<file path="src/design/lcdnw_pkg.sv">
// Shared types and constants for the character LCD nibble writer.
package lcdnw_pkg;

  // Sequencer phase codes.
  localparam logic [3:0] PH_IDLE    = 4'd0;
  localparam logic [3:0] PH_POWER   = 4'd1;
  localparam logic [3:0] PH_EN_HIGH = 4'd2;
  localparam logic [3:0] PH_SETTLE  = 4'd3;
  localparam logic [3:0] PH_EXTRA   = 4'd4;

  // Input beat kinds.
  localparam logic [2:0] KIND_TICK   = 3'd0;
  localparam logic [2:0] KIND_CMD    = 3'd1;
  localparam logic [2:0] KIND_DATA   = 3'd2;
  localparam logic [2:0] KIND_CURSOR = 3'd3;
  localparam logic [2:0] KIND_INIT   = 3'd4;

  // Configuration register indexes.
  localparam logic [2:0] REG_PULSE_HIGH   = 3'd0;
  localparam logic [2:0] REG_NIBBLE_SETTLE = 3'd1;
  localparam logic [2:0] REG_DATA_HOLD    = 3'd2;
  localparam logic [2:0] REG_SLOW_COMMAND = 3'd3;
  localparam logic [2:0] REG_POWER_UP     = 3'd4;
  localparam logic [2:0] REG_FUNCTION_SET = 3'd5;
  localparam logic [2:0] REG_DISPLAY_CTRL = 3'd6;
  localparam logic [2:0] REG_ENTRY_MODE   = 3'd7;

  localparam int CFG_INDEX_BITS = 3;
  localparam int CFG_DATA_BITS  = 16;

  // Fixed waits of the initialization nibbles.
  localparam logic [15:0] INIT_LONG_US  = 16'd5000;
  localparam logic [15:0] INIT_SHORT_US = 16'd1000;

  // Command bytes and nibbles with a fixed meaning.
  localparam logic [7:0] CMD_CLEAR     = 8'h01;
  localparam logic [7:0] CMD_HOME      = 8'h02;
  localparam logic [7:0] CMD_SET_DDRAM = 8'h80;
  localparam logic [6:0] ROW1_BASE     = 7'h40;
  localparam logic [3:0] NIB_INIT3     = 4'h3;
  localparam logic [3:0] NIB_INIT2     = 4'h2;

  typedef struct packed {
    logic [7:0]  pulse_high_us;
    logic [9:0]  nibble_settle_us;
    logic [9:0]  data_hold_us;
    logic [15:0] slow_command_us;
    logic [15:0] power_up_us;
    logic [7:0]  function_set_word;
    logic [7:0]  display_control_word;
    logic [7:0]  entry_mode_word;
  } cfg_t;

  typedef struct packed {
    logic [3:0] phase;
    logic [7:0] pending_byte;
    logic       low_nibble_next;
    logic [3:0] init_step;
    logic       rs;
    logic       en;
    logic [3:0] data;
  } state_t;

  // Result beat, packed so that rs_line sits in bit 0.
  typedef struct packed {
    logic       accepted;
    logic       busy_res;
    logic [3:0] data_lines;
    logic       en_line;
    logic       rs_line;
  } res_t;

endpackage

</file>
<file path="src/design/char_lcd_nibble_writer.sv">
// Top level of the 4-bit character LCD pin sequencer with a two-beat output buffer.
// A beat's result is registered into the output buffer, behind any results still waiting.
// Throughput: one beat per cycle while the buffer has room; next state is combinational.
// A two-entry output buffer lets input beats keep flowing while one result waits.
// Reset (rst, synchronous): sequencer idle with pins low, timer clear, buffer empty,
// configuration registers back to their default values.
module char_lcd_nibble_writer #(
  parameter int TIMER_BITS = 16
) (
  input  logic        clk,
  input  logic        rst,
  input  logic        s_tvalid,
  output logic        s_tready,
  input  logic [15:0] s_tdata,   // byte_value[7:0], row[8], col[14:9], zero[15]
  input  logic [2:0]  s_tuser,   // kind[2:0]
  output logic        m_tvalid,
  input  logic        m_tready,
  output logic [7:0]  m_tdata,   // rs_line[0], en_line[1], data_lines[5:2], busy_res[6],
                                 // accepted[7]
  input  logic                                 cfg_we,
  input  logic [lcdnw_pkg::CFG_INDEX_BITS-1:0] cfg_index,
  input  logic [lcdnw_pkg::CFG_DATA_BITS-1:0]  cfg_data
);
  import lcdnw_pkg::*;

  cfg_t cfg;
  state_t st, st_next;
  logic [TIMER_BITS-1:0] cnt, cnt_next;
  logic step_accepted;
  res_t res_new, q0, q1;
  logic [1:0] count;
  logic push, pop;

  // Configuration registers.
  always_ff @(posedge clk) begin
    if (rst) begin
      cfg.pulse_high_us <= 8'd1;
      cfg.nibble_settle_us <= 10'd100;
      cfg.data_hold_us <= 10'd40;
      cfg.slow_command_us <= 16'd2000;
      cfg.power_up_us <= 16'd50000;
      cfg.function_set_word <= 8'd40;
      cfg.display_control_word <= 8'd12;
      cfg.entry_mode_word <= 8'd6;
    end else if (cfg_we) begin
      unique case (cfg_index)
        REG_PULSE_HIGH:    cfg.pulse_high_us <= cfg_data[7:0];
        REG_NIBBLE_SETTLE: cfg.nibble_settle_us <= cfg_data[9:0];
        REG_DATA_HOLD:     cfg.data_hold_us <= cfg_data[9:0];
        REG_SLOW_COMMAND:  cfg.slow_command_us <= cfg_data[15:0];
        REG_POWER_UP:      cfg.power_up_us <= cfg_data[15:0];
        REG_FUNCTION_SET:  cfg.function_set_word <= cfg_data[7:0];
        REG_DISPLAY_CTRL:  cfg.display_control_word <= cfg_data[7:0];
        REG_ENTRY_MODE:    cfg.entry_mode_word <= cfg_data[7:0];
        default: begin
        end
      endcase
    end
  end

  lcdnw_step #(
    .TIMER_BITS(TIMER_BITS)
  ) u_step (
    .cfg        (cfg),
    .st         (st),
    .cnt        (cnt),
    .kind       (s_tuser),
    .byte_value (s_tdata[7:0]),
    .row        (s_tdata[8]),
    .col        (s_tdata[14:9]),
    .st_next    (st_next),
    .cnt_next   (cnt_next),
    .accepted   (step_accepted)
  );

  assign push = s_tvalid && s_tready;
  assign pop = m_tvalid && m_tready;

  // Sequencer state advances on every accepted beat.
  always_ff @(posedge clk) begin
    if (rst) begin
      st <= '0;
      cnt <= '0;
    end else if (push) begin
      st <= st_next;
      cnt <= cnt_next;
    end
  end

  always_comb begin
    res_new.rs_line = st_next.rs;
    res_new.en_line = st_next.en;
    res_new.data_lines = st_next.data;
    res_new.busy_res = (st_next.phase != PH_IDLE);
    res_new.accepted = step_accepted;
  end

  // Two-entry output buffer; q0 is the head.
  assign s_tready = (count != 2'd2);
  assign m_tvalid = (count != 2'd0);
  assign m_tdata = q0;

  always_ff @(posedge clk) begin
    if (rst) begin
      count <= 2'd0;
    end else begin
      case ({push, pop})
        2'b10:   count <= count + 2'd1;
        2'b01:   count <= count - 2'd1;
        default: count <= count;
      endcase
    end
  end

  always_ff @(posedge clk) begin
    case ({push, pop})
      2'b10: begin
        if (count == 2'd0) q0 <= res_new;
        else q1 <= res_new;
      end
      2'b01: begin
        q0 <= q1;
      end
      2'b11: begin
        if (count == 2'd1) begin
          q0 <= res_new;
        end else begin
          q0 <= q1;
          q1 <= res_new;
        end
      end
      default: begin
      end
    endcase
  end

  // A request is only taken while the sequencer is idle.
  assert property (@(posedge clk) disable iff (rst)
    push && step_accepted |-> st.phase == PH_IDLE)
    else $error("request taken while sequencer busy");

  // The enable strobe is high exactly during the enable phase.
  assert property (@(posedge clk) disable iff (rst)
    (st.phase == PH_EN_HIGH) == st.en)
    else $error("enable strobe out of step with phase");

  // A running sequence never rests on an expired timer.
  assert property (@(posedge clk) disable iff (rst)
    st.phase != PH_IDLE |-> cnt != '0)
    else $error("busy with zero wait counter");

endmodule

</file>
<file path="src/design/lcdnw_step.sv">
// Next-state logic of the sequencer for one input beat.
module lcdnw_step #(
  parameter int TIMER_BITS = 16
) (
  input  lcdnw_pkg::cfg_t        cfg,
  input  lcdnw_pkg::state_t      st,
  input  logic [TIMER_BITS-1:0]  cnt,
  input  logic [2:0]             kind,
  input  logic [7:0]             byte_value,
  input  logic                   row,
  input  logic [5:0]             col,
  output lcdnw_pkg::state_t      st_next,
  output logic [TIMER_BITS-1:0]  cnt_next,
  output logic                   accepted
);
  import lcdnw_pkg::*;

  // Start one nibble: drive the data pins and raise the enable strobe.
  function automatic void start_nibble(input state_t si, input logic [3:0] nib,
                                       output state_t so, output logic [TIMER_BITS-1:0] co);
    so = si;
    so.data = nib;
    so.en = 1'b1;
    so.phase = PH_EN_HIGH;
    co = (cfg.pulse_high_us != 8'd0) ? TIMER_BITS'(cfg.pulse_high_us) : TIMER_BITS'(1);
  endfunction

  // Start a byte: latch it and send the high nibble.
  function automatic void start_byte(input state_t si, input logic rs, input logic [7:0] b,
                                     output state_t so, output logic [TIMER_BITS-1:0] co);
    state_t t;
    t = si;
    t.rs = rs;
    t.pending_byte = b;
    t.low_nibble_next = 1'b1;
    start_nibble(t, b[7:4], so, co);
  endfunction

  // Action taken when the wait of the current phase has run out.
  function automatic void finish(input state_t si, output state_t so,
                                 output logic [TIMER_BITS-1:0] co);
    state_t t;
    logic [7:0] w;
    t = si;
    w = CMD_CLEAR;
    so = si;
    co = '0;
    unique case (si.phase)
      PH_POWER: begin
        start_nibble(si, NIB_INIT3, so, co);
      end
      PH_EN_HIGH: begin
        so.en = 1'b0;
        so.phase = PH_SETTLE;
        co = (cfg.nibble_settle_us != 10'd0) ? TIMER_BITS'(cfg.nibble_settle_us)
                                             : TIMER_BITS'(1);
      end
      PH_SETTLE: begin
        if (si.init_step >= 4'd1 && si.init_step <= 4'd4) begin
          so.phase = PH_EXTRA;
          co = (si.init_step <= 4'd2) ? TIMER_BITS'(INIT_LONG_US) : TIMER_BITS'(INIT_SHORT_US);
        end else if (si.low_nibble_next) begin
          t.low_nibble_next = 1'b0;
          start_nibble(t, si.pending_byte[3:0], so, co);
        end else begin
          so.phase = PH_EXTRA;
          if (si.rs) begin
            co = TIMER_BITS'(cfg.data_hold_us);
          end else if (si.pending_byte == CMD_CLEAR || si.pending_byte == CMD_HOME) begin
            co = TIMER_BITS'(cfg.slow_command_us);
          end else begin
            co = '0;
          end
        end
      end
      PH_EXTRA: begin
        // Move on to the next nibble or byte of initialization, or finish.
        t.init_step = si.init_step + 4'd1;
        if (si.init_step >= 4'd1 && si.init_step <= 4'd3) begin
          start_nibble(t, (t.init_step == 4'd4) ? NIB_INIT2 : NIB_INIT3, so, co);
        end else if (si.init_step >= 4'd4 && si.init_step <= 4'd7) begin
          case (t.init_step)
            4'd5:    w = cfg.function_set_word;
            4'd6:    w = cfg.display_control_word;
            4'd7:    w = cfg.entry_mode_word;
            default: w = CMD_CLEAR;
          endcase
          start_byte(t, 1'b0, w, so, co);
        end else begin
          so.init_step = 4'd0;
          so.phase = PH_IDLE;
          co = '0;
        end
      end
      default: begin
        so.phase = PH_IDLE;
        so.en = 1'b0;
        co = '0;
      end
    endcase
  endfunction

  state_t s0, s1, s2;
  logic [TIMER_BITS-1:0] c0, c1, c2;
  logic [6:0] cursor_addr;
  logic busy;

  assign busy = (st.phase != PH_IDLE);
  assign cursor_addr = (row ? ROW1_BASE : 7'h00) + {1'b0, col};

  // Apply the beat itself: a tick counts down, a request starts a sequence.
  always_comb begin
    s0 = st;
    c0 = cnt;
    accepted = 1'b0;
    unique case (kind)
      KIND_TICK: begin
        if (busy) c0 = cnt - TIMER_BITS'(1);
      end
      KIND_CMD: begin
        if (!busy) begin
          accepted = 1'b1;
          start_byte(st, 1'b0, byte_value, s0, c0);
        end
      end
      KIND_DATA: begin
        if (!busy) begin
          accepted = 1'b1;
          start_byte(st, 1'b1, byte_value, s0, c0);
        end
      end
      KIND_CURSOR: begin
        if (!busy) begin
          accepted = 1'b1;
          start_byte(st, 1'b0, CMD_SET_DDRAM | {1'b0, cursor_addr}, s0, c0);
        end
      end
      KIND_INIT: begin
        if (!busy) begin
          accepted = 1'b1;
          s0.rs = 1'b0;
          s0.en = 1'b0;
          s0.data = 4'h0;
          s0.low_nibble_next = 1'b0;
          s0.pending_byte = 8'h00;
          s0.init_step = 4'd1;
          s0.phase = PH_POWER;
          c0 = TIMER_BITS'(cfg.power_up_us);
        end
      end
      default: begin
      end
    endcase
  end

  // Expired waits: a zero wait can at most chain into one more phase change,
  // since enable and settle waits are never shorter than one tick.
  always_comb begin
    s1 = s0;
    c1 = c0;
    if (s0.phase != PH_IDLE && c0 == '0) finish(s0, s1, c1);
  end

  always_comb begin
    s2 = s1;
    c2 = c1;
    if (s1.phase != PH_IDLE && c1 == '0) finish(s1, s2, c2);
  end

  assign st_next = s2;
  assign cnt_next = c2;

endmodule
</file>
<file path="config.mk">
export PLATFORM = sky130hd
export DESIGN_NAME = char_lcd_nibble_writer
export DESIGN_NICKNAME = d
export VERILOG_FILES = /design/src/design/lcdnw_pkg.sv /design/src/design/char_lcd_nibble_writer.sv /design/src/design/lcdnw_step.sv
export SDC_FILE = /design/constraint.sdc
export NUM_CORES = 1
export LEC_CHECK = 0
export ABC_AREA = 1
export BUFFER_PORTS_ARGS = -buffer_cell sky130_fd_sc_hd__buf_2
export CAP_MARGIN = 20
export CORE_ASPECT_RATIO = 1.4
export CORE_UTILIZATION = 33
export DETAILED_ROUTE_END_ITERATION = 12
export GPL_ROUTABILITY_DRIVEN = 1
export PLACE_DENSITY = 0.44
export SLEW_MARGIN = 20
export SYNTH_ARGS = -nofsm -noshare
export SYNTH_HDL_FRONTEND = slang
export SYNTH_HIERARCHICAL = 1
export SYNTH_SLANG_ARGS = --single-unit
</file>
<file path="constraint.sdc">
create_clock -name clk -period 5.55 [get_ports clk]
set_input_delay 1.11 -clock clk [delete_from_list [all_inputs] [get_ports clk]]
set_output_delay 1.11 -clock clk [all_outputs]
set_load 0.02 [all_outputs]
</file>
==> results of run 1 <==
## registers in the layout, indices dropped and copies added, names as in the netlist
name	cells
cnt	16
cfg	84
m_tdata	8
st	23
count	2
q1	8
## metrics by stage
step	hold slack [ns]	util
3_5_place_dp	0.454	0.362
3_3_place_gp	0.444	0.362
5_1_grt	0.502	0.383
4_1_cts	0.471	0.383
6_report	0.469	0.383
2_1_floorplan	0.429	-
## worst min path at each step
stage,endpoint,slack (ns),cells past startpoint
finish,cfg[44],0.47,2
global route,st[3],0.50,2
CTS,cfg[44],0.47,2
detailed placement,cfg[44],0.45,2
global placement,cfg[44],0.44,2
floorplan,cfg[44],0.43,2
## worst min-delay path: cells and delay by family (launching register included)
kind	cells	cell delay [ns]
and+or+nand+nor	2	0.11
DFF	1	0.33
## layer usage
metal / track usage / wire (um)
met5: 0 / 0
met4: 0.0862 / 937
met3: 0.0257 / 1330
met2: 0.421 / 18200
met1: 0.330 / 17400
## layout make-up
class	count	share of cell area
multi-input cells	1288	0.529
clock inverters	7	0.00864
repair buffers	91	0.0508
clock buffers	24	0.0471
flip-flops and latches	141	0.261
well taps	385	0.0421
inverters	186	0.0615
## kinds of logic after synthesis
kind of cell / Yosys count / synth area share
fa+ha+maj: 19 / 0.0238
xor+xnor: 6 / 0.00676
compound gates: 185 / 0.107
flops: 141 / 0.299
simple gates: 1078 / 0.468
buf+inv: 234 / 0.0960
## report_power, final
| group | internal [mW] | switching, mW |
|---|---|---|
| registers | 1.22 | 0.103 |
| clock network | 0.767 | 0.473 |
| logic | 0.743 | 1.76 |
| total | 2.73 | 2.34 |
## cell usage in the layout, fill, tap and decap left out, drive strengths merged, types with 2 or more instances in the layout
cell,n
bufinv,2
o21a,2
dfxtp,125
ha,19
a22oi,11
nand4,27
o211ai,7
a31oi,8
edfxtp,16
buf,91
clkbuf,24
nor3,12
nand2,515
a21oi,33
xor2,5
nor4,5
o21ai,104
clkinv,8
inv,182
nand3,183
nor2,329
nand3b,4
a22o,5
or2,3
o22ai,10
==> qor.yml, run 1 <==
sta:
  fin_crit_ns: 4.84
  hold_violations: 0
  setup_viol: 0
  fin_tns_setup_ns: 0
  rsz0062_at_grt: "false"
  drv_slew: 0
  finClkSkew_ns: 0.0105
  fin_crit_sh: 0.872
  fin_ws_ns: 0.712
  worst_pin_slew_ns: 0.878
  max_freq_ghz: 0.207
  slew_headroom: 0.414
pwr:
  power_mw: 5.06
  max-vdd-ir-drop_v: 0.000230
  power_density_mw_per_mm2: 443
  p_leak_nw: 5.55
critical_path:
  cp_max_fo: 6
  rr_worst_depth: 25
  crit_path_top_delay_cell: "o21ai_0"
  crit_path_end: "st[4]"
  crit_family: "simple AND/OR/NAND/NOR gates"
  cpMostUsedCell: "nand2_2"
  cp_num_cells: 27
  crit_buf_inv: 6
  r2r_end: "st[4]"
  crit_start: "s_tuser[0]"
  endpoint_kind: "flop"
  r2r-start: "st[22]"
  reg2reg_slack_ns: 0.94
  critPathMaxStageDelay_ns: 0.37
  cp-start-kind: "primary input"
  arrival_ns: 5.22
  required_ns: 5.93
  critical_path_class: "primary input to flop"
placed_design:
  place.gp.congestion: 0.903
  hpwl_um: 29700
  dp.cells: 2091
  post-place-ws_ns: 0.253
  placed_area_sq_mm: 0.0108
  portBuffers: 51
die:
  core_sq_mm: 0.0298
  die_x_um: 149
  rows: 75
  die_h_um: 208
  io_pins: 53
  dieArea_sq_mm: 0.0310
  initial_core_util: 0.335
synth:
  yosys.area.top_type: "dfxtp_1"
  ys_types: 54
  syn_nets: 1725
  ys_seq_area_frac: 0.299
  synth_warnings: 6
  synth_edf_count: 16
  netlist.area_leader.share: 0.250
  ys.flop_type: "dfxtp_1"
  netlist_instances: 1663
  synth.area.top_cells: "dfxtp_1 (25%), nand2_1 (19%), nor2_1 (11%), nand3_1 (8.8%), inv_1 (5.9%)"
  ys_ff_latch: 141
  synth_area_sq_mm: 0.00999
  yosysMostFrequentCell: "nand2_1"
  synth.avg_cell_area_sq_um: 6.01
  synth_common_cells: "nand2_1 (493), nor2_1 (299), nand3_1 (176)"
  synthArstFlopShare: 0
route:
  drcViolationCount: 0
  drt_iter0_markers: 683
  ant_nets: 0
  routed-via-count: 10700
  wl_um: 37900
  dr.pass1.iters: 5
  wl_per_cell_um: 17.8
  viasPerCell: 5.03
status:
  status: "complete, no violations"
clock_tree:
  cts_tree: "done"
  cts_root_buf: "clkbuf_16"
  holdBufCountCts: 0
  worstSkewPairLatency_ns: 0.45
  post_cts_buffers: 0
  h-tree-depth: 4
  cts_made_buffers: 17
  ctsResizeCount: 0
  clk_pin_slew_ns: 0.06
  clock-sinks: 141
  clockBufferDepth: 2
finish:
  design_area_sq_mm: 0.0114
  syn2layout_area_growth_pct: 14.4
  fin_cells: 2122
  regArea_sq_mm: 0.00298
  antennaDiodeCount: 0
  drive_gt1_frac: 0.127
  fill_cells: 3373
  multi_input_area_sq_mm: 0.00605
  nNetsFinal: 1787
grt:
  grt_pass1_wl_um: 58900
  grt_max_degree: 60
  first_global_vias: 9882
  antenna_found_initial: 0
  grtUsageTotal: 0.251
  gr-total-overflow: 0
min_path:
  min_from: "cfg[44]"
  hold_path_class: "flop to flop"
job:
  cap_violations: 0
(Power assumes the default switching activity.)
==> run 2, diff against run 1 <==
ABC_AREA = default   (was 1)
==> qor.yml, run 2 <==
critical_path:
  critical_path_class: "primary input to flop"
  cp_max_fo: 4  # -2
  required_ns: 5.75  # -0.18 ns
  cp-start-kind: "primary input"
  endpoint_kind: "flop"
  arrival_ns: 5.42  # +0.20 ns
synth:
  ys_seq_area_frac: 0.313  # +0.0142
  synth_edf_count: 16  # unchanged
  ys_types: 98  # +81%
  synthArstFlopShare: 0  # unchanged
  synth.avg_cell_area_sq_um: 7.66  # +28%
  ys.flop_type: "dfxtp_1"
  netlist.area_leader.share: 0.262  # +0.0119
  yosys.area.top_type: "dfxtp_1"
  synth_area_sq_mm: 0.00954  # -4.5%
  yosysMostFrequentCell: "nand2_1"
  synth_common_cells: "nand2_1 (275), a21oi_1 (125), dfxtp_1 (125)"
  ys_ff_latch: 141  # unchanged
  netlist_instances: 1245  # -25%
  synth_warnings: 6  # unchanged
  synth.area.top_cells: "dfxtp_1 (26%), nand2_1 (11%), a21oi_1 (6.6%), edfxtp_1 (5.0%), mux2i_1 (3.9%)"
  syn_nets: 1307  # -24%
grt:
  grtUsageTotal: 0.254  # +0.00316
  first_global_vias: 9492  # -3.9%
  grt_max_degree: 84  # +40%
  grt_pass1_wl_um: 57000  # -3.1%
  gr-total-overflow: 0  # unchanged
  antenna_found_initial: 0  # unchanged
finish:
  fill_cells: 3000  # -11%
  syn2layout_area_growth_pct: 20.5
  reg.largest.list: "cfg: 84 flops, st: 23 flops, cnt: 16 flops"
  final_common_cell: "nand2_1"
  nNetsFinal: 1436  # -20%
  antennaDiodeCount: 0  # unchanged
  drive_gt1_frac: 0.210  # +0.0827
  largest_register: "cfg"
  final_cell_mix: "nand2_1 (275), buf_4 (154), a21oi_1 (125), dfxtp_1 (125), nor2_1 (72)"
  fin_cells: 1761  # -17%
  largest_register_ffs: 84  # unchanged
die:
  initial_core_util: 0.336  # +0.000972
  die_x_um: 146  # -2.3%
  die_h_um: 203  # -2.3%
  rows: 73  # -2.7%
  core_sq_mm: 0.0284  # -4.8%
  dieArea_sq_mm: 0.0296  # -4.5%
  io_pins: 53  # unchanged
sta:
  rsz0062_at_grt: "false"
  slew_headroom: 0.363  # -0.0507
  finClkSkew_ns: 0.00965  # -0.000888 ns
  hold_violations: 0  # unchanged
  max_freq_ghz: 0.192  # -7.3%
  fin_crit_ns: 5.22  # +0.378 ns
  fin_crit_sh: 0.940  # +0.0682
  worst_pin_slew_ns: 0.955  # +0.0771 ns
  drv_slew: 0  # unchanged
  fin_ws_ns: 0.333  # -0.378 ns
  setup_viol: 0  # unchanged
route:
  viasPerCell: 5.57  # +11%
  wl_per_cell_um: 21.0  # +18%
  dr.pass1.iters: 7  # +2
  wl_um: 37000  # -2.3%
  drcViolationCount: 0  # unchanged
  ant_nets: 0  # unchanged
  drt_iter0_markers: 801  # +17%
  routed-via-count: 9814  # -8.0%
placed_design:
  hpwl_um: 28400  # -4.5%
  portBuffers: 51  # unchanged
  place.gp.congestion: 0.945  # +4.7%
  dp.cells: 1730  # -17%
  post-place-ws_ns: -0.135  # -0.388 ns
pwr:
  power_density_mw_per_mm2: 326  # -26%
  p_leak_nw: 4.52  # -18%
  max-vdd-ir-drop_v: 0.000215  # -6.3%
clock_tree:
  clk_pin_slew_ns: 0.06  # about the same
  clockBufferDepth: 2  # unchanged
  clock-sinks: 141  # unchanged
  cts_root_buf: "clkbuf_16"
  h-tree-depth: 4  # unchanged
  cts_tree: "done"
  cts_made_buffers: 17  # unchanged
  worstSkewPairLatency_ns: 0.44  # about the same
min_path:
  hold_path_class: "flop to flop"
job:
  cap_violations: 0  # unchanged
status:
  status: "complete, no violations"
-- run 2: changes by cell type after synthesis, moves of 16 or more --
cell	before	now
nor2_1	299	72
nand2_1	493	275
nand3_1	176	26
inv_1	158	26
a21oi_1	32	125
o21ai_0	98	41
mux2i_1	0	37
inv_2	24	2
clkbuf_1	18	38
nand4_1	27	8
a222oi_1	0	17
and3_1	0	16
-- run 2: final timing paths --
| kind | start | end | slack (ns) | depth (start not counted) |
|---|---|---|---|---|
| min reg2reg | st[5] | st[5] | 0.47 | 2 |
| min | st[5] | st[5] | 0.47 | 2 |
| max | s_tuser[2] | m_tdata[6] | 0.33 | 21 |
| max reg2reg | cnt[0] | m_tdata[6] | 0.42 | 24 |
-- run 2: cell type report --
class                      count  area (sq um)  share of cell area
sequential                   141          2980               0.259
inverter                      28           105             0.00914
clock buffer                  21           460              0.0400
clock inverter                10           139              0.0121
multi-input combinational    982          5940               0.516
tap                          375           469              0.0408
timing repair buffer         204          1410               0.122
-- run 2: what timing repair did --
item                                    CTS  global route
endpoints found under the setup margin    0             1
resized for setup                         0             1
buffers inserted                          0             0
hold buffers                              0             0
-- run 2: worst max-delay path, cell delays in order --
cell and delay (ns):
buf_2 0.12, or3_1 0.43, o311a_1 0.36, a211oi_1 0.31
and4_4 0.28, nand4b_1 0.21, nor3_2 0.23, buf_4 0.16
nand3_1 0.07, o21ai_0 0.15, inv_1 0.11, ha_1 0.21
nor2b_1 0.17, a221oi_2 0.17, o21ai_1 0.13, a211o_1 0.35
nand2_2 0.09, nand2_1 0.08, or4_1 0.51, o21ai_0 0.10
nand2_1 0.06
-- run 2: metal layers --
metal,track usage,up-vias,part of all wire
met1,0.311,4694,0.44
met2,0.439,278,0.49
met4,0.113,0,0.036
li1,-,4775,-
met5,0,-,0
met3,0.0360,67,0.038
-- run 2: power breakdown --
group	switching (mW)	internal, mW
logic	0.809	0.526
registers	0.0672	1.16
clock network	0.459	0.727
total	1.34	2.41
-- run 2: kinds of logic (layout without fill, tap and decap cells) --
logic type	count (synthesis)	after routing	share of synthesized area
and+or+nand+nor	568	568	0.299
muxes	37	37	0.0388
DFF	141	141	0.313
AOI/OAI and AO/OA	348	348	0.249
buffers and inverters	122	263	0.0665
xor gates and xnor gates	10	10	0.00918
adders and majority gates	19	19	0.0249
-- run 2: per-stage QoR --
stage	power (mW)	hold WS [ns]	utilization	area, sq um	TNS, ns
after detailed placement	2.57	0.465	0.384	10900	-0.339
final	3.75	0.471	0.405	11500	0
after CTS	3.77	0.475	0.405	11500	0
after floorplan	2.05	0.432	-	9550	0
after global placement	2.57	0.459	0.384	10900	-0.120
after global routing	3.95	0.490	0.405	11500	0
